## src/hw/rtl/dfpc_out_fifo.sv

```systemverilog
// Result queue in front of the master port; also the output register.
`default_nettype none
module dfpc_out_fifo #(
    parameter int WIDTH = 72,
    parameter int DEPTH = 8
) (
    input  wire logic                         aclk,
    input  wire logic                         aresetn,
    input  wire logic                         push,
    input  wire logic [WIDTH-1:0]             push_data,
    input  wire logic                         pop,
    output logic      [WIDTH-1:0]             head,
    output logic      [$clog2(DEPTH+1)-1:0]   count
);

    localparam int PTR_W = (DEPTH > 1) ? $clog2(DEPTH) : 1;
    localparam int CNT_W = $clog2(DEPTH + 1);
    localparam logic [PTR_W-1:0] PTR_LAST = PTR_W'(DEPTH - 1);

    logic [WIDTH-1:0] slot_reg [DEPTH];
    logic [PTR_W-1:0] wr_ptr_reg, wr_ptr_next;
    logic [PTR_W-1:0] rd_ptr_reg, rd_ptr_next;
    logic [CNT_W-1:0] count_reg, count_next;
    logic             do_pop;

    assign do_pop = pop && (count_reg != '0);

    always_comb begin
        wr_ptr_next = wr_ptr_reg;
        rd_ptr_next = rd_ptr_reg;
        count_next  = count_reg;
        if (push) begin
            wr_ptr_next = (wr_ptr_reg == PTR_LAST) ? '0 : wr_ptr_reg + PTR_W'(1);
        end
        if (do_pop) begin
            rd_ptr_next = (rd_ptr_reg == PTR_LAST) ? '0 : rd_ptr_reg + PTR_W'(1);
        end
        if (push && !do_pop) begin
            count_next = count_reg + CNT_W'(1);
        end else if (!push && do_pop) begin
            count_next = count_reg - CNT_W'(1);
        end
    end

    always_ff @(posedge aclk) begin
        if (!aresetn) begin
            wr_ptr_reg <= '0;
            rd_ptr_reg <= '0;
            count_reg  <= '0;
        end else begin
            wr_ptr_reg <= wr_ptr_next;
            rd_ptr_reg <= rd_ptr_next;
            count_reg  <= count_next;
        end
        if (push) begin
            slot_reg[wr_ptr_reg] <= push_data;
        end
    end

    assign head  = slot_reg[rd_ptr_reg];
    assign count = count_reg;

endmodule
`default_nettype wire

```

## config.mk

```make
export PLATFORM = sky130hd
export DESIGN_NAME = dfpc_out_fifo
export DESIGN_NICKNAME = d
export VERILOG_FILES = /design/src/hw/rtl/dfpc_out_fifo.sv
export SDC_FILE = /design/constraint.sdc
export NUM_CORES = 1
export LEC_CHECK = 0
export ABC_AREA = 1
export BUFFER_PORTS_ARGS = -buffer_cell sky130_fd_sc_hd__buf_4
export CAP_MARGIN = 20
export CORE_MARGIN = 3
export CORE_UTILIZATION = 56
export DETAILED_ROUTE_END_ITERATION = 16
export GPL_ROUTABILITY_DRIVEN = 0
export GPL_TIMING_DRIVEN = 0
export PLACE_DENSITY = 0.85
export SYNTH_ARGS = -nofsm -noshare
export SYNTH_HDL_FRONTEND = slang
export SYNTH_SLANG_ARGS = --single-unit
```

## constraint.sdc

```tcl
create_clock -name aclk -period 11 [get_ports aclk]
set_input_delay 2.2 -clock aclk [delete_from_list [all_inputs] [get_ports aclk]]
set_output_delay 2.2 -clock aclk [all_outputs]
set_load 0.02 [all_outputs]
```

==> qor.csv <==
metric,value,unit
syn_inst,2005,
num-fill-cells,2712,
hold_viol_final,0,
placed_area,25800,um^2
drc,0,
slew_viol_final,0,
grt_max_degree,31,
synth-seq-cells,589,
critPathArrivalTime,2520,ps
antenna_found_initial,3,
path_class,register to output port,
seq_power_share,43.1,%
setup_viol,0,
largest_register_ffs,576,
place_inst,2707,
fin_worst_skew,13.5,ps
combinationalPowerShare,26.5,%
drt_iter0_drc,1991,
seq_area_frac_synth,74.6,%
synth.top_cell.area_share,73.5,%
grt_pass1_vias,16300,
max_freq,0.212,GHz
fin_nets,2316,
status,completed,
cts_root_buf,clkbuf_16,
final_core_util,66.8,%
finalWirelength,57700,um
firstDrtPassIters,6,
synthTopCellsByArea,"edfxtp_1 73%, nor2_1 9.4%, nand2_1 6.1%",
hold_class,register to register,
design_area,27500,um^2
cts_num_sinks,589,
routed-via-count,16000,
start_util,57.1,%
whs,506,ps
cts_tree,built,
ios,152,
synth_xor_area_share,0.0372,%
die_w,211,um
netSwitchingFraction,31.4,%
vdd_drop_max,145,uV
tns,0,ps
routedWlPerCell,20.5,um
p_leak,0.0103,uW
yosysUniqueCellTypes,20,
cts_setup_buffers,0,
synth_compound_area_share,6.38,%
syn_area,23500,um^2
yosys.area_share.simple,15.7,%
timing.slew.headroom,41.2,%
grt_pass1_wl,88600,um
core,41200,um^2
clk_latency,600,ps
worstMarginPinSlew,880,ps
cts_hold_buf,0,
yosys.area.top_type,edfxtp_1,
drive_above_1_share,14.9,%
power_switching,1870,uW
grt_overflow_total,0,
clk_pin_slew,70,ps
crit_fanout,10,
syn2layout_area_growth,16.9,%
cp-end-kind,output port,
yosys.area_share.adder,0.457,%
intPower,4070,uW
htreeDepth,2,
post-route-min-period,4720,ps
cts_resized,0,
vias_per_cell,5.70,
synth.mux.area_fraction,0,%
clock_power_share,30.5,%
synth_nets,2089,
min_period_over_period,42.9,%
rsz0062_at_grt,false,
maxCapViolCount,0,
cp-start-kind,register,
p_per_area,216,nW/um^2
dp_hpwl,36900,um
die-area,44500,um^2
clockBufferDepth,3,
synth-warning-count,0,
final_cells,2810,
cts_made_buffers,55,
crit_required,8800,ps
synth_top_family_by_area,simple AND/OR/NAND/NOR gates,
placement_rows,74,
ant_nets,0,
grt_use_total,25.9,%
die_h,211,um
syn_area_per_cell,11.7,um^2
numPortBuffers,151,
==> path summary, 6_finish.rpt <==
check	start	end	slack (ps)	cells after the start
setup reg to reg	wr_ptr_reg[0]	slot_reg[6][42]	8840	6
hold / removal	rd_ptr_reg[1]	rd_ptr_reg[1]	510	2
setup / recovery	register	head[11]	6280	8
hold reg to reg	rd_ptr_reg[1]	rd_ptr_reg[1]	510	2
==> cell usage in the layout, fill, tap and decap left out, drive strengths merged, types with 2 or more instances in the layout <==
cell type  netlist  layout
bufinv           0       3
buf             94     264
nand2          381     381
o21ai          292     292
nor2           592     592
ha               7       7
nand3            7       7
clkbuf          15      82
clkinvlp         0       2
diode            0       2
inv             17      18
dfxtp           13      13
a21oi            8       8
clkinv           0      28
edfxtp         576     576
==> kinds of logic (layout without fill, tap and decap cells) <==
group | Yosys count | count (layout)
AOI/OAI and AO/OA | 300 | 300
DFF | 589 | 589
xor gates and xnor gates | 1 | 1
buffers and inverters | 126 | 397
other | 0 | 2
adders and majority gates | 8 | 8
and+or+nand+nor | 981 | 981
==> power by group through the flow <==
stage / clock, uW / sequential, uW / combinational, uW
floorplan: 0 / 2610 / 938
global placement: 0 / 2610 / 1480
detailed placement: 0 / 2600 / 1550
CTS: 1820 / 2560 / 1570
global route: 1910 / 2560 / 1720
finish: 1810 / 2560 / 1570
==> through the flow <==
stage	total power (uW)	worst slack, ps
after floorplan	3550	5160
after global routing	6190	6220
after CTS	5940	6290
after global placement	4090	2660
final	5940	6280
after detailed placement	4150	6900
==> critical path, stage by stage (launching register included) <==
cell and delay [ps]:
dfxtp_1 310, buf_4 210, inv_4 190, clkbuf_1 500, o21ai_0 230, nand2_1 120
nand2_1 50, nand2_1 160, buf_4 170
==> Yosys cell counts <==
| cell type | number |
|---|---|
| dfxtp_1 | 13 |
| nor2_1 | 592 |
| buf_6 | 6 |
| fa_1 | 1 |
| inv_4 | 2 |
| a21oi_1 | 8 |
| buf_2 | 49 |
| buf_1 | 14 |
| or2_2 | 1 |
| buf_4 | 25 |
| edfxtp_1 | 576 |
| inv_1 | 14 |
| xor2_1 | 1 |
| clkbuf_1 | 15 |
| o21ai_1 | 202 |
| nand2_1 | 381 |
| nand3_1 | 7 |
| o21ai_0 | 90 |
| inv_2 | 1 |
| ha_1 | 7 |
==> area by class of cell <==
class	count	area [um^2]	area share (%)
Buffer	109	609	2.21
Clock inverter	34	238	0.864
Antenna cell	2	5.00	0.0182
Timing Repair Buffer	170	1550	5.64
Sequential cell	589	17600	63.8
Multi-Input combinational cell	1290	5370	19.5
Tap cell	532	666	2.42
Inverter	17	68.8	0.250
Clock buffer	67	1460	5.32
==> layer usage <==
metal  track usage (%)  part of all wire, %  wire length (um)  up-vias
li1                  -                    -                 -     7304
met1              33.9                   37             21600     7615
met2              43.3                   49             28400      936
met3              4.84                   10              5980      150
met4              10.5                  3.1              1770        2
met5                 0                0.012                 7        -
(Power assumes the default switching activity.)
