### config.mk
export PLATFORM = sky130hd
export DESIGN_NAME = dfpc_proj
export DESIGN_NICKNAME = d
export VERILOG_FILES = /design/src/hw/rtl/dfpc_pkg.sv /design/src/hw/rtl/dfpc_proj.sv
export SDC_FILE = /design/constraint.sdc
export NUM_CORES = 2
export LEC_CHECK = 0
export BUFFER_PORTS_ARGS = -buffer_cell sky130_fd_sc_hd__buf_2
export CAP_MARGIN = 20
export CORE_UTILIZATION = 50
export DETAILED_ROUTE_END_ITERATION = 10
export GPL_TIMING_DRIVEN = 0
export PLACE_DENSITY = 0.77
export SLEW_MARGIN = 10
export SYNTH_ARGS = -nofsm -noshare
export SYNTH_HDL_FRONTEND = slang
export SYNTH_SLANG_ARGS = --single-unit
### constraint.sdc
create_clock -name aclk -period 9.7 [get_ports aclk]
set_clock_uncertainty 0.15 [all_clocks]
set_input_delay 1.94 -clock aclk [delete_from_list [all_inputs] [get_ports aclk]]
set_output_delay 1.94 -clock aclk [all_outputs]
set_load 0.01 [all_outputs]
### src/hw/rtl/dfpc_pkg.sv
// Shared constants, types and register codes of the depth-to-point-cloud block.
`default_nettype none
package dfpc_pkg;

    // field widths
    localparam int CODE_W  = 11;   // raw depth code / table index
    localparam int Z_W     = 16;   // unsigned Q4.12 meters
    localparam int PT_W    = 18;   // signed Q5.12 meters
    localparam int COUNT_W = 10;   // column and row counters
    localparam int D_W     = 16;   // signed difference in 1/16 pixel
    localparam int MAG_W   = 15;   // magnitude of a difference
    localparam int INV_W   = 24;   // reciprocal focal length, 2^-24 units
    localparam int FW_W    = 11;
    localparam int STEP_W  = 5;
    localparam int OFF_W   = 7;
    localparam int C_W     = 14;

    // stream and config port widths
    localparam int S_TDATA_W  = 32;  // raw_depth, table_value, zero fill
    localparam int S_TUSER_W  = 2;   // command, first_of_frame
    localparam int M_TDATA_W  = 2 * PT_W + Z_W + 2 * COUNT_W;
    localparam int CFG_IDX_W  = 3;
    localparam int CFG_DATA_W = 24;

    // table size default, row width cap
    localparam int DEPTH_CODES_DEF = 2048;
    localparam int MAX_WIDTH       = 1024;
    localparam int COUNTER_LIMIT   = 1 << COUNT_W;
    localparam int WIDTH_LIMIT_I   = (MAX_WIDTH < COUNTER_LIMIT) ? MAX_WIDTH : COUNTER_LIMIT;
    localparam logic [FW_W-1:0] WIDTH_LIMIT = FW_W'(WIDTH_LIMIT_I);

    // result queue
    localparam int OUT_DEPTH = 8;

    // rounding of the 28 fraction bits dropped from the product
    localparam int PROD_W  = MAG_W + Z_W + INV_W;
    localparam int SHIFT   = 28;
    localparam int Q_W     = PROD_W + 1 - SHIFT;
    localparam logic [Q_W-1:0] Q_MAX     = Q_W'(131071);
    localparam logic [Q_W-1:0] Q_MIN_MAG = Q_W'(131072);

    // register reset values
    localparam logic [FW_W-1:0]   FRAME_WIDTH_RST   = 11'd640;
    localparam logic [STEP_W-1:0] MESH_STEP_RST     = 5'd1;
    localparam logic [OFF_W-1:0]  COLUMN_OFFSET_RST = 7'h79;   // -7
    localparam logic [C_W-1:0]    CENTER_X_RST      = 14'd5120;
    localparam logic [C_W-1:0]    CENTER_Y_RST      = 14'd3840;
    localparam logic [INV_W-1:0]  INV_FOCAL_X_RST   = 24'd28926;
    localparam logic [INV_W-1:0]  INV_FOCAL_Y_RST   = 24'd28926;

    // register indexes
    localparam logic [CFG_IDX_W-1:0] CFG_FRAME_WIDTH   = 3'd0;
    localparam logic [CFG_IDX_W-1:0] CFG_MESH_STEP     = 3'd1;
    localparam logic [CFG_IDX_W-1:0] CFG_COLUMN_OFFSET = 3'd2;
    localparam logic [CFG_IDX_W-1:0] CFG_CENTER_X      = 3'd3;
    localparam logic [CFG_IDX_W-1:0] CFG_CENTER_Y      = 3'd4;
    localparam logic [CFG_IDX_W-1:0] CFG_INV_FOCAL_X   = 3'd5;
    localparam logic [CFG_IDX_W-1:0] CFG_INV_FOCAL_Y   = 3'd6;

    // status of the remainder unit
    typedef struct packed {
        logic busy;
        logic done;
    } mod_status_t;

endpackage
`default_nettype wire

### src/hw/rtl/dfpc_proj.sv
// One projection axis: |d| * z, times 1/f, round, sign and saturate.
`default_nettype none
module dfpc_proj (
    input  wire logic                             aclk,
    input  wire logic signed [dfpc_pkg::D_W-1:0]  d,
    input  wire logic        [dfpc_pkg::Z_W-1:0]  z,
    input  wire logic        [dfpc_pkg::INV_W-1:0] inv,
    output logic signed      [dfpc_pkg::PT_W-1:0] result
);

    localparam int M1_W = dfpc_pkg::MAG_W + dfpc_pkg::Z_W;
    localparam int P_W  = dfpc_pkg::PROD_W;
    localparam int Q_W  = dfpc_pkg::Q_W;

    logic [dfpc_pkg::MAG_W-1:0] mag;
    logic [M1_W-1:0]            m1_reg, m1_next;
    logic                       neg1_reg, neg2_reg;
    logic [P_W-1:0]             prod_reg, prod_next;
    logic [P_W:0]               rounded;
    logic [Q_W-1:0]             q, q_sat;

    assign mag       = d[dfpc_pkg::D_W-1] ? dfpc_pkg::MAG_W'(-d) : dfpc_pkg::MAG_W'(d);
    assign m1_next   = M1_W'(mag) * M1_W'(z);
    assign prod_next = P_W'(m1_reg) * P_W'(inv);

    always_ff @(posedge aclk) begin
        m1_reg   <= m1_next;
        neg1_reg <= d[dfpc_pkg::D_W-1];
        prod_reg <= prod_next;
        neg2_reg <= neg1_reg;
    end

    // round half away from zero on the magnitude
    assign rounded = (P_W + 1)'(prod_reg) + (P_W + 1)'(64'd1 << (dfpc_pkg::SHIFT - 1));
    assign q       = rounded[P_W:dfpc_pkg::SHIFT];

    always_comb begin
        if (neg2_reg) begin
            q_sat  = (q > dfpc_pkg::Q_MIN_MAG) ? dfpc_pkg::Q_MIN_MAG : q;
            result = $signed(dfpc_pkg::PT_W'(-q_sat));
        end else begin
            q_sat  = (q > dfpc_pkg::Q_MAX) ? dfpc_pkg::Q_MAX : q;
            result = $signed(dfpc_pkg::PT_W'(q_sat));
        end
    end

endmodule
`default_nettype wire

==> flow_metrics.tcl <==
set metrics [dict create \
    crit_top_cell "fa_1" \
    clk_path_buf_depth 2 \
    antenna_found_initial 7 \
    first_pass_iters 6 \
    synthCells 3783 \
    synthArstFlopShare_pct 0 \
    fin_nets 5016 \
    whs_path_depth 0 \
    io_buffers 74 \
    first_global_vias 27487 \
    clk_latency_ns 0.38 \
    drt_wl_total_um 101000 \
    regToRegSetupSlack_ns 1.26 \
    synthFlopType "dfxtp_1" \
    clkTransAtPathRegs_ns 0.07 \
    grt_max_degree 13 \
    final_hold_viol_count 0 \
    avgSynthCellArea_um2 8.90 \
    via_count 26350 \
    timing.critical_path.required_ns 9.85 \
    routabilityCongestion 1.04 \
    relSlewSlack_pct 30.9 \
    cts_root_buf "clkbuf_16" \
    endpoint_kind "flop" \
    die_h_um 262 \
    holdWs_ns 0.179 \
    ant_nets 0 \
    track_usage_pct 30.6 \
    drc_errors 0 \
    wl_per_cell_um 21.2 \
    vias_per_cell 5.56 \
    core_um2 66200 \
    ys_types 73 \
    grt_setup_unrepaired "yes" \
    layout_min_cycle_time_ns 9.45 \
    syn_area_um2 33700 \
    cts_sinks 61 \
    max_freq_mhz 106 \
    ys_top_cells_by_area "fa_1 48%, ha_1 10%, inv_1 10%" \
    grt_pass1_wl_um 156000 \
    initial_core_util_pct 50.9 \
    grt_overflow 0 \
    max_stage_delay_ns 0.54 \
    cts_made_buffers 9 \
    path_class "input port to flop" \
    yosysWarningCount 0 \
    h-tree-depth 3 \
    maxCapViolCount 0 \
    ios 75 \
    drive_gt1_share_pct 4.52 \
    dieWidth_um 262 \
    crit_slowest_cell "or4_1" \
    die_area_um2 68400 \
    cts_tree "yes" \
    hold_class "flop to flop" \
    setup-violations-final 0 \
    post-route-period-util_pct 97.4 \
    cp-start-kind "input port" \
    final_cell_mix "911 x inv_1, 815 x fa_1, 511 x nand2_1" \
    drt_iter0_drc 2265 \
    fin_util_pct 53.9 \
    tightest_slew_ns 1.04 \
    fill_cells 5946 \
    place_inst 4721 \
    synth_top_area_cell "fa_1" \
    arrival_ns 9.60 \
    status "complete, no violations" \
    final_common_cell "inv_1" \
    rows 94 \
    dpl.hpwl_um 84300 \
    largest_reg_flops 31 \
    final_cell_count_no_fill 4741 \
    synth_edf_count 0 \
    path_max_fanout 10 \
    syn_to_final_growth_pct 5.87 \
    synth_top_area_share_pct 48.4 \
    synth_nets 4930 \
    reg2reg_depth 25 \
    seq_area_frac_synth_pct 3.63 \
    synth-seq-cells 61 \
    drv_slew 0 \
]
-- area by class of cell --
class / count / area [um2] / area share (%)
Timing Repair Buffer: 76 / 385 / 1.08
Multi-Input combinational cell: 2629 / 28500 / 79.9
Clock buffer: 11 / 243 / 0.681
Sequential cell: 61 / 1220 / 3.42
Buffer: 181 / 792 / 2.22
Clock inverter: 4 / 25.0 / 0.0702
Inverter: 911 / 3420 / 9.59
Antenna cell: 4 / 10.0 / 0.0281
Tap cell: 864 / 1080 / 3.03
-- cells in the mapped netlist, types with 3 or more instances --
cell,number
a211oi_1,9
a21o_1,34
a21oi_1,58
a221oi_1,4
a22oi_1,10
a31o_2,4
a31oi_1,7
and2_1,486
and3_1,19
and4_1,4
buf_2,4
buf_4,3
clkbuf_1,170
dfxtp_1,61
fa_1,815
ha_1,275
inv_1,911
mux2i_1,3
nand2_1,511
nand2b_1,13
nand3_1,28
nand4_1,22
nor2_1,43
nor2b_1,36
nor3_1,18
nor4_1,5
o2111ai_1,5
o211ai_1,5
o21a_1,6
o21ai_0,47
o21bai_1,12
o31ai_1,10
or3_1,4
or4_1,5
xnor2_1,61
xor2_1,25
-- worst paths after layout --
kind | to | start
hold reg to reg | neg2_reg | neg1_reg
setup reg to reg | prod_reg[53] | m1_reg[25]
hold / removal | neg2_reg | neg1_reg
setup / recovery | m1_reg[24] | d[6]
-- metal layers --
metal  vias up  part of all wire [%]  track usage, %
met5         -                 0.056               0
met3       305                    12            9.52
li1      11290                     -               -
met2      1500                    44            46.7
met4         8                   5.6            14.7
met1     13247                    38            39.6
-- through the flow --
step,setup TNS [ns],worst slack (ns),instance area (um2)
after global routing,-0.00245,-0.00245,35700
after floorplan,0,0.348,33700
after global placement,-20.83,-1.21,35100
after CTS,0,0.00635,35500
final,0,0.250,35700
after detailed placement,-24.25,-1.37,35100
-- kinds of logic (layout without fill, tap and decap cells) --
logic type,after synthesis,count (layout),synth area share [%]
and+or+nand+nor,1210,1210,18.4
other,0,4,0
buffers and inverters,1093,1183,12.3
AOI/OAI and AO/OA,239,239,4.72
DFF,61,61,3.63
xor gates and xnor gates,86,86,2.24
muxes,4,4,0.123
adders and majority gates,1090,1090,58.7
-- critical path, delay by kind of cell --
kind | cells | cell delay, ns
adder cells (fa/ha/maj) | 7 | 3.23
AND/OR/NAND/NOR | 4 | 1.49
XOR/XNOR | 2 | 0.41
buffers and inverters | 5 | 0.48
AO/OA/AOI/OAI | 9 | 2.04
-- repair_timing --
item,CTS,global route
cloned,0,0
gates resized for setup,32,80
hold buffers,0,0
hold endpoints to repair,0,0
setup buffers,0,2
setup endpoints to repair,26,17
Power is left out: the tool's default activity adds up to more than one toggle a clock period on the data nets, which glitch-free logic cannot reach.
