[src/hw/rtl/dfpc_pkg.sv]
// Shared constants, types and register codes of the depth-to-point-cloud block.
`default_nettype none
package dfpc_pkg;

    // field widths
    localparam int CODE_W  = 11;   // raw depth code / table index
    localparam int Z_W     = 16;   // unsigned Q4.12 meters
    localparam int PT_W    = 18;   // signed Q5.12 meters
    localparam int COUNT_W = 10;   // column and row counters
    localparam int D_W     = 16;   // signed difference in 1/16 pixel
    localparam int MAG_W   = 15;   // magnitude of a difference
    localparam int INV_W   = 24;   // reciprocal focal length, 2^-24 units
    localparam int FW_W    = 11;
    localparam int STEP_W  = 5;
    localparam int OFF_W   = 7;
    localparam int C_W     = 14;

    // stream and config port widths
    localparam int S_TDATA_W  = 32;  // raw_depth, table_value, zero fill
    localparam int S_TUSER_W  = 2;   // command, first_of_frame
    localparam int M_TDATA_W  = 2 * PT_W + Z_W + 2 * COUNT_W;
    localparam int CFG_IDX_W  = 3;
    localparam int CFG_DATA_W = 24;

    // table size default, row width cap
    localparam int DEPTH_CODES_DEF = 2048;
    localparam int MAX_WIDTH       = 1024;
    localparam int COUNTER_LIMIT   = 1 << COUNT_W;
    localparam int WIDTH_LIMIT_I   = (MAX_WIDTH < COUNTER_LIMIT) ? MAX_WIDTH : COUNTER_LIMIT;
    localparam logic [FW_W-1:0] WIDTH_LIMIT = FW_W'(WIDTH_LIMIT_I);

    // result queue
    localparam int OUT_DEPTH = 8;

    // rounding of the 28 fraction bits dropped from the product
    localparam int PROD_W  = MAG_W + Z_W + INV_W;
    localparam int SHIFT   = 28;
    localparam int Q_W     = PROD_W + 1 - SHIFT;
    localparam logic [Q_W-1:0] Q_MAX     = Q_W'(131071);
    localparam logic [Q_W-1:0] Q_MIN_MAG = Q_W'(131072);

    // register reset values
    localparam logic [FW_W-1:0]   FRAME_WIDTH_RST   = 11'd640;
    localparam logic [STEP_W-1:0] MESH_STEP_RST     = 5'd1;
    localparam logic [OFF_W-1:0]  COLUMN_OFFSET_RST = 7'h79;   // -7
    localparam logic [C_W-1:0]    CENTER_X_RST      = 14'd5120;
    localparam logic [C_W-1:0]    CENTER_Y_RST      = 14'd3840;
    localparam logic [INV_W-1:0]  INV_FOCAL_X_RST   = 24'd28926;
    localparam logic [INV_W-1:0]  INV_FOCAL_Y_RST   = 24'd28926;

    // register indexes
    localparam logic [CFG_IDX_W-1:0] CFG_FRAME_WIDTH   = 3'd0;
    localparam logic [CFG_IDX_W-1:0] CFG_MESH_STEP     = 3'd1;
    localparam logic [CFG_IDX_W-1:0] CFG_COLUMN_OFFSET = 3'd2;
    localparam logic [CFG_IDX_W-1:0] CFG_CENTER_X      = 3'd3;
    localparam logic [CFG_IDX_W-1:0] CFG_CENTER_Y      = 3'd4;
    localparam logic [CFG_IDX_W-1:0] CFG_INV_FOCAL_X   = 3'd5;
    localparam logic [CFG_IDX_W-1:0] CFG_INV_FOCAL_Y   = 3'd6;

    // status of the remainder unit
    typedef struct packed {
        logic busy;
        logic done;
    } mod_status_t;

endpackage
`default_nettype wire

[src/hw/rtl/dfpc_mod_unit.sv]
// Bit-serial remainder unit: dividend mod divisor, one dividend bit per cycle.
`default_nettype none
module dfpc_mod_unit #(
    parameter int DVD_W = 10,
    parameter int DIV_W = 5
) (
    input  wire logic               aclk,
    input  wire logic               aresetn,
    input  wire logic               start,
    input  wire logic [DVD_W-1:0]   dividend,
    input  wire logic [DIV_W-1:0]   divisor,
    output dfpc_pkg::mod_status_t   status,
    output logic      [DIV_W-1:0]   remainder
);

    localparam int CNT_W = (DVD_W > 1) ? $clog2(DVD_W) : 1;
    localparam logic [CNT_W-1:0] LAST = CNT_W'(DVD_W - 1);

    logic             busy_reg, busy_next;
    logic             done_reg, done_next;
    logic [CNT_W-1:0] cnt_reg, cnt_next;
    logic [DVD_W-1:0] dvd_reg, dvd_next;
    logic [DIV_W-1:0] rem_reg, rem_next;
    logic [DIV_W-1:0] div_reg, div_next;
    logic [DIV_W:0]   trial;

    always_comb begin
        busy_next = busy_reg;
        done_next = 1'b0;
        cnt_next  = cnt_reg;
        dvd_next  = dvd_reg;
        rem_next  = rem_reg;
        div_next  = div_reg;
        trial     = {rem_reg, dvd_reg[DVD_W-1]};
        if (start) begin
            busy_next = 1'b1;
            cnt_next  = '0;
            dvd_next  = dividend;
            rem_next  = '0;
            div_next  = divisor;
        end else if (busy_reg) begin
            // rem stays below the divisor, so the restored value fits DIV_W bits
            if (trial >= {1'b0, div_reg}) begin
                rem_next = DIV_W'(trial - {1'b0, div_reg});
            end else begin
                rem_next = DIV_W'(trial);
            end
            dvd_next = dvd_reg << 1;
            cnt_next = cnt_reg + CNT_W'(1);
            if (cnt_reg == LAST) begin
                busy_next = 1'b0;
                done_next = 1'b1;
            end
        end
    end

    always_ff @(posedge aclk) begin
        if (!aresetn) begin
            busy_reg <= 1'b0;
            done_reg <= 1'b0;
        end else begin
            busy_reg <= busy_next;
            done_reg <= done_next;
        end
        cnt_reg <= cnt_next;
        dvd_reg <= dvd_next;
        rem_reg <= rem_next;
        div_reg <= div_next;
    end

    assign status.busy = busy_reg;
    assign status.done = done_reg;
    assign remainder   = rem_reg;

endmodule
`default_nettype wire

[config.mk]
export PLATFORM = sky130hd
export DESIGN_NAME = dfpc_mod_unit
export DESIGN_NICKNAME = d
export VERILOG_FILES = /design/src/hw/rtl/dfpc_pkg.sv /design/src/hw/rtl/dfpc_mod_unit.sv
export SDC_FILE = /design/constraint.sdc
export NUM_CORES = 1
export LEC_CHECK = 0
export BUFFER_PORTS_ARGS = -buffer_cell sky130_fd_sc_hd__buf_2
export CELL_PAD_IN_SITES_DETAIL_PLACEMENT = 2
export CELL_PAD_IN_SITES_GLOBAL_PLACEMENT = 2
export CORE_UTILIZATION = 35
export DETAILED_ROUTE_END_ITERATION = 6
export GPL_TIMING_DRIVEN = 0
export PLACE_DENSITY_LB_ADDON = 0.1
export SKIP_LAST_GASP = 1
export SYNTH_ARGS = -nofsm -noshare
export SYNTH_HDL_FRONTEND = slang
export SYNTH_SLANG_ARGS = --single-unit
export TNS_END_PERCENT = 10
[constraint.sdc]
create_clock -name aclk -period 2.6 [get_ports aclk]
set_clock_uncertainty 0.1 [all_clocks]
set_input_delay 0.26 -clock aclk [delete_from_list [all_inputs] [get_ports aclk]]
set_output_delay 0.26 -clock aclk [all_outputs]
set_load 0.01 [all_outputs]
==> metrics.cfg <==
[hold_path]
hp-class = in2reg
hold_path_startpoint = aresetn
min_to = done_reg
hold_path_depth = 3

[power]
sequential_share_of_power_pct = 58.0
cellInternalPower_uw = 618
worst_ir_drop_vdd_uv = 354
pwr_density_cell_nw_per_um2 = 554
p_sw_uw = 229
total_leakage_power_nw = 0.635
power_switching_share_pct = 27.1
power_frac_comb_pct = 21.5
power.clock.fraction_pct = 20.5

[sta]
grt_setup_unrepaired = no
maxSlewHeadroom_pct = 68.4
max_freq_ghz = 0.423
worst-slew-pin-transition_ns = 0.475
min_period_over_period_pct = 90.9
setup-tns-final_ns = 0
final.min_clock_period_ns = 2.36
setup_viol_count_final = 0
fin_max_slew_vios = 0
hold_violations = 0

[cells_and_area]
final_cell_area_sq_um = 1530
share_of_post_route_cells_with_drive_strength_above_1_pct = 33.3
filler_cell_count = 371
num_antenna_cells = 0
area_growth_syn_to_layout_pct = 19.9
largest_reg_flops = 10
fin_util_pct = 44.8
finish.net_count = 165
layout.area.seq_sq_um = 671
multiInputGateArea_sq_um = 542

[clock_network]
cts_max_path_buffers = 2
cts_tree = yes
clock-root-buffer = sky130_fd_sc_hd__clkbuf_4
cts.htree.levels = 1
cts-buffers-inserted = 3
clock_insertion_delay_worst_skew_ns = 0.32
cts_sinks = 26
post_cts.resized_instances = 0
number_of_setup_buffers_added_after_cts = 0
clk_transition_reported_paths_ns = 0.14

[setup_path]
r2r_depth = 8
critical_path.n_buffers_inverters = 2
critical_path_required_ns = 2.76
worstReg2RegEnd = remainder[0]
worst-path-max-fanout = 7
path_cells = inv_1, ha_1, inv_1, fa_1, a21oi_1, o221ai_4, mux2_4, a211oi_2
timing.critical_path.to_type = register
rrSetupSlack_ns = 0.24
timing.rr.start = dvd_reg[9]
cpPeakStageDelay_ns = 0.43
crit_family = compound AO/OA/AOI/OAI gates
cp.depth = 8
critical-path-slowest-cell = sky130_fd_sc_hd__fa_1
path_common_cell = sky130_fd_sc_hd__inv_1
worstPathArrival_ns = 2.52
start_kind = register
setup.worst_path.class = reg2reg

[route]
detail_route.vias_per_cell = 4.74
drt_iter0_markers = 14
via_count = 872
post-route-drc-count = 0
wire_per_inst_um = 13.2
drtPass1Iterations = 4
wl_final_um = 2420
final_antenna_net_count = 0

[die]
top_level_ports = 25
die-area_sq_um = 3890
area_of_the_core_region_sq_um = 3420
die_y_um = 62.4
num_rows = 21
die_w_um = 62.4
floorplan.initialDensity_pct = 37.3

[synth]
synth_area_leader_cell = sky130_fd_sc_hd__edfxtp_1
synth.yosys.seq_area_share_pct = 52.6
synth.yosys.warnings = 0
synthesis.area_sq_um = 1270
synth_cells = 105
ys_types = 29
synth-edff-count = 15
synth_area_leaders = sky130_fd_sc_hd__edfxtp_1 35%, sky130_fd_sc_hd__dfxtp_1 17%, sky130_fd_sc_hd__mux2_2 7.9%
ys_seq_elements = 26
postSynth.topFlopCell = sky130_fd_sc_hd__edfxtp_1
post-synth-top-area-fraction_pct = 35.3
synth_nets = 131
synthArstFlopShare_pct = 0
postSynthAreaPerCell_sq_um = 12.1

[global_route]
vias_in_the_first_global_route = 909
global_route_total_usage_across_every_layer_pct = 14.5
antenna_violations_before_repair = 0
grt_start_max_net_pins = 15
grt_pass1_wl_um = 4310
grt-ovfl-total = 0

[place]
finalWeightedCongestion = 0.654
detailed_place_hpwl_um = 1870
port_buffers = 24
placement.cell_area_sq_um = 1450

[job]
maxCapViolations = 0

[run_status]
run_status = complete, no violations

## layer usage
metal / GRT usage (%) / wire (um) / up-vias
met5: 0 / 0 / -
met4: 5.23 / 37 / 0
met3: 2.39 / 81 / 4
met2: 25.7 / 1290 / 20
met1: 17.7 / 1010 / 419
li1: - / - / 429
## worst register-to-register path: cells and delay by family (launching register included)
kind / cells / cell delay [ns]
buffers and inverters: 2 / 0.17
flip-flops: 1 / 0.39
multiplexers: 1 / 0.34
AO/OA/AOI/OAI: 3 / 0.69
adder cells (fa/ha/maj): 2 / 0.61
## power by group through the flow
| stage | sequential, mW | clock [mW] | combinational, mW |
|---|---|---|---|
| 3_3_place_gp | 0.500 | 0 | 0.170 |
| 6_report | 0.492 | 0.173 | 0.182 |
| 4_1_cts | 0.493 | 0.184 | 0.185 |
| 3_5_place_dp | 0.502 | 0 | 0.178 |
| 5_1_grt | 0.497 | 0.197 | 0.204 |
| 2_1_floorplan | 0.499 | 0 | 0.127 |
## through the flow
| step | cells | hold WS [ns] | setup WS (ns) | power (mW) |
|---|---|---|---|---|
| 2_1_floorplan | 105 | 0.259 | 0.514 | 0.626 |
| 3_3_place_gp | 175 | 0.336 | 0.336 | 0.670 |
| 3_5_place_dp | 175 | 0.339 | 0.301 | 0.680 |
| 4_1_cts | 183 | 0.00265 | 0.210 | 0.861 |
| 5_1_grt | 184 | 0.0293 | 0.137 | 0.897 |
| 6_report | 184 | 0.0500 | 0.237 | 0.847 |
## cell families after synthesis
logic type      after synthesis  synth area share, %
xor+xnor                      6                 4.12
buf+inv                      14                 4.91
fa+ha+maj                     8                 8.44
compound gates               13                 10.0
flops                        26                 52.6
simple gates                 27                 10.0
mux                          11                 9.91
## layout by cell type, fill, tap and decap left out, drive strengths merged, types with 4 or more instances in the layout
| cell | netlist | layout |
|---|---|---|
| ha | 7 | 7 |
| mux2 | 10 | 10 |
| dlygate4sd3 | 0 | 5 |
| a21oi | 4 | 4 |
| inv | 9 | 9 |
| edfxtp | 15 | 15 |
| nor2 | 9 | 9 |
| nand2 | 9 | 9 |
| clkbuf | 1 | 4 |
| buf | 4 | 28 |
| dfxtp | 11 | 11 |
## synth_stat cells (2+ instances only)
| library cell | number |
|---|---|
| sky130_fd_sc_hd__edfxtp_1 | 15 |
| sky130_fd_sc_hd__dfxtp_1 | 11 |
| sky130_fd_sc_hd__inv_1 | 9 |
| sky130_fd_sc_hd__mux2_2 | 9 |
| sky130_fd_sc_hd__nand2_1 | 9 |
| sky130_fd_sc_hd__nor2_1 | 9 |
| sky130_fd_sc_hd__ha_1 | 7 |
| sky130_fd_sc_hd__a21oi_1 | 3 |
| sky130_fd_sc_hd__xnor2_1 | 3 |
| sky130_fd_sc_hd__xor2_1 | 3 |
| sky130_fd_sc_hd__a211oi_2 | 2 |
| sky130_fd_sc_hd__buf_2 | 2 |
| sky130_fd_sc_hd__buf_4 | 2 |
| sky130_fd_sc_hd__nand3_1 | 2 |
| sky130_fd_sc_hd__nand3b_1 | 2 |
| sky130_fd_sc_hd__nor2b_1 | 2 |
| sky130_fd_sc_hd__o21ai_0 | 2 |
| sky130_fd_sc_hd__o2bb2a_1 | 2 |
## cell type report
class,count,share of cell area (%)
Clock inverter,1,0.245
Multi-Input combinational cell,65,35.4
Inverter,9,2.21
Sequential cell,26,43.9
Buffer,5,1.88
Tap cell,46,3.76
Clock buffer,3,1.47
Timing Repair Buffer,29,11.1
## repair_timing
action                                 in CTS  in global routing
setup endpoints to repair                   0                  0
hold buffers                                4                  1
endpoints found under the hold margin       4                  1
## worst max-delay path by stage
| stage | from | endpoint | slack [ns] |
|---|---|---|---|
| after global routing | dvd_reg[9] | remainder[0] | 0.14 |
| final | dvd_reg[9] | remainder[0] | 0.24 |
| after floorplan | dvd_reg[9] | remainder[0] | 0.51 |
| after detailed placement | dvd_reg[9] | remainder[0] | 0.30 |
| after global placement | dvd_reg[9] | remainder[0] | 0.34 |
| after CTS | dvd_reg[9] | remainder[0] | 0.21 |
(Power assumes the default switching activity.)
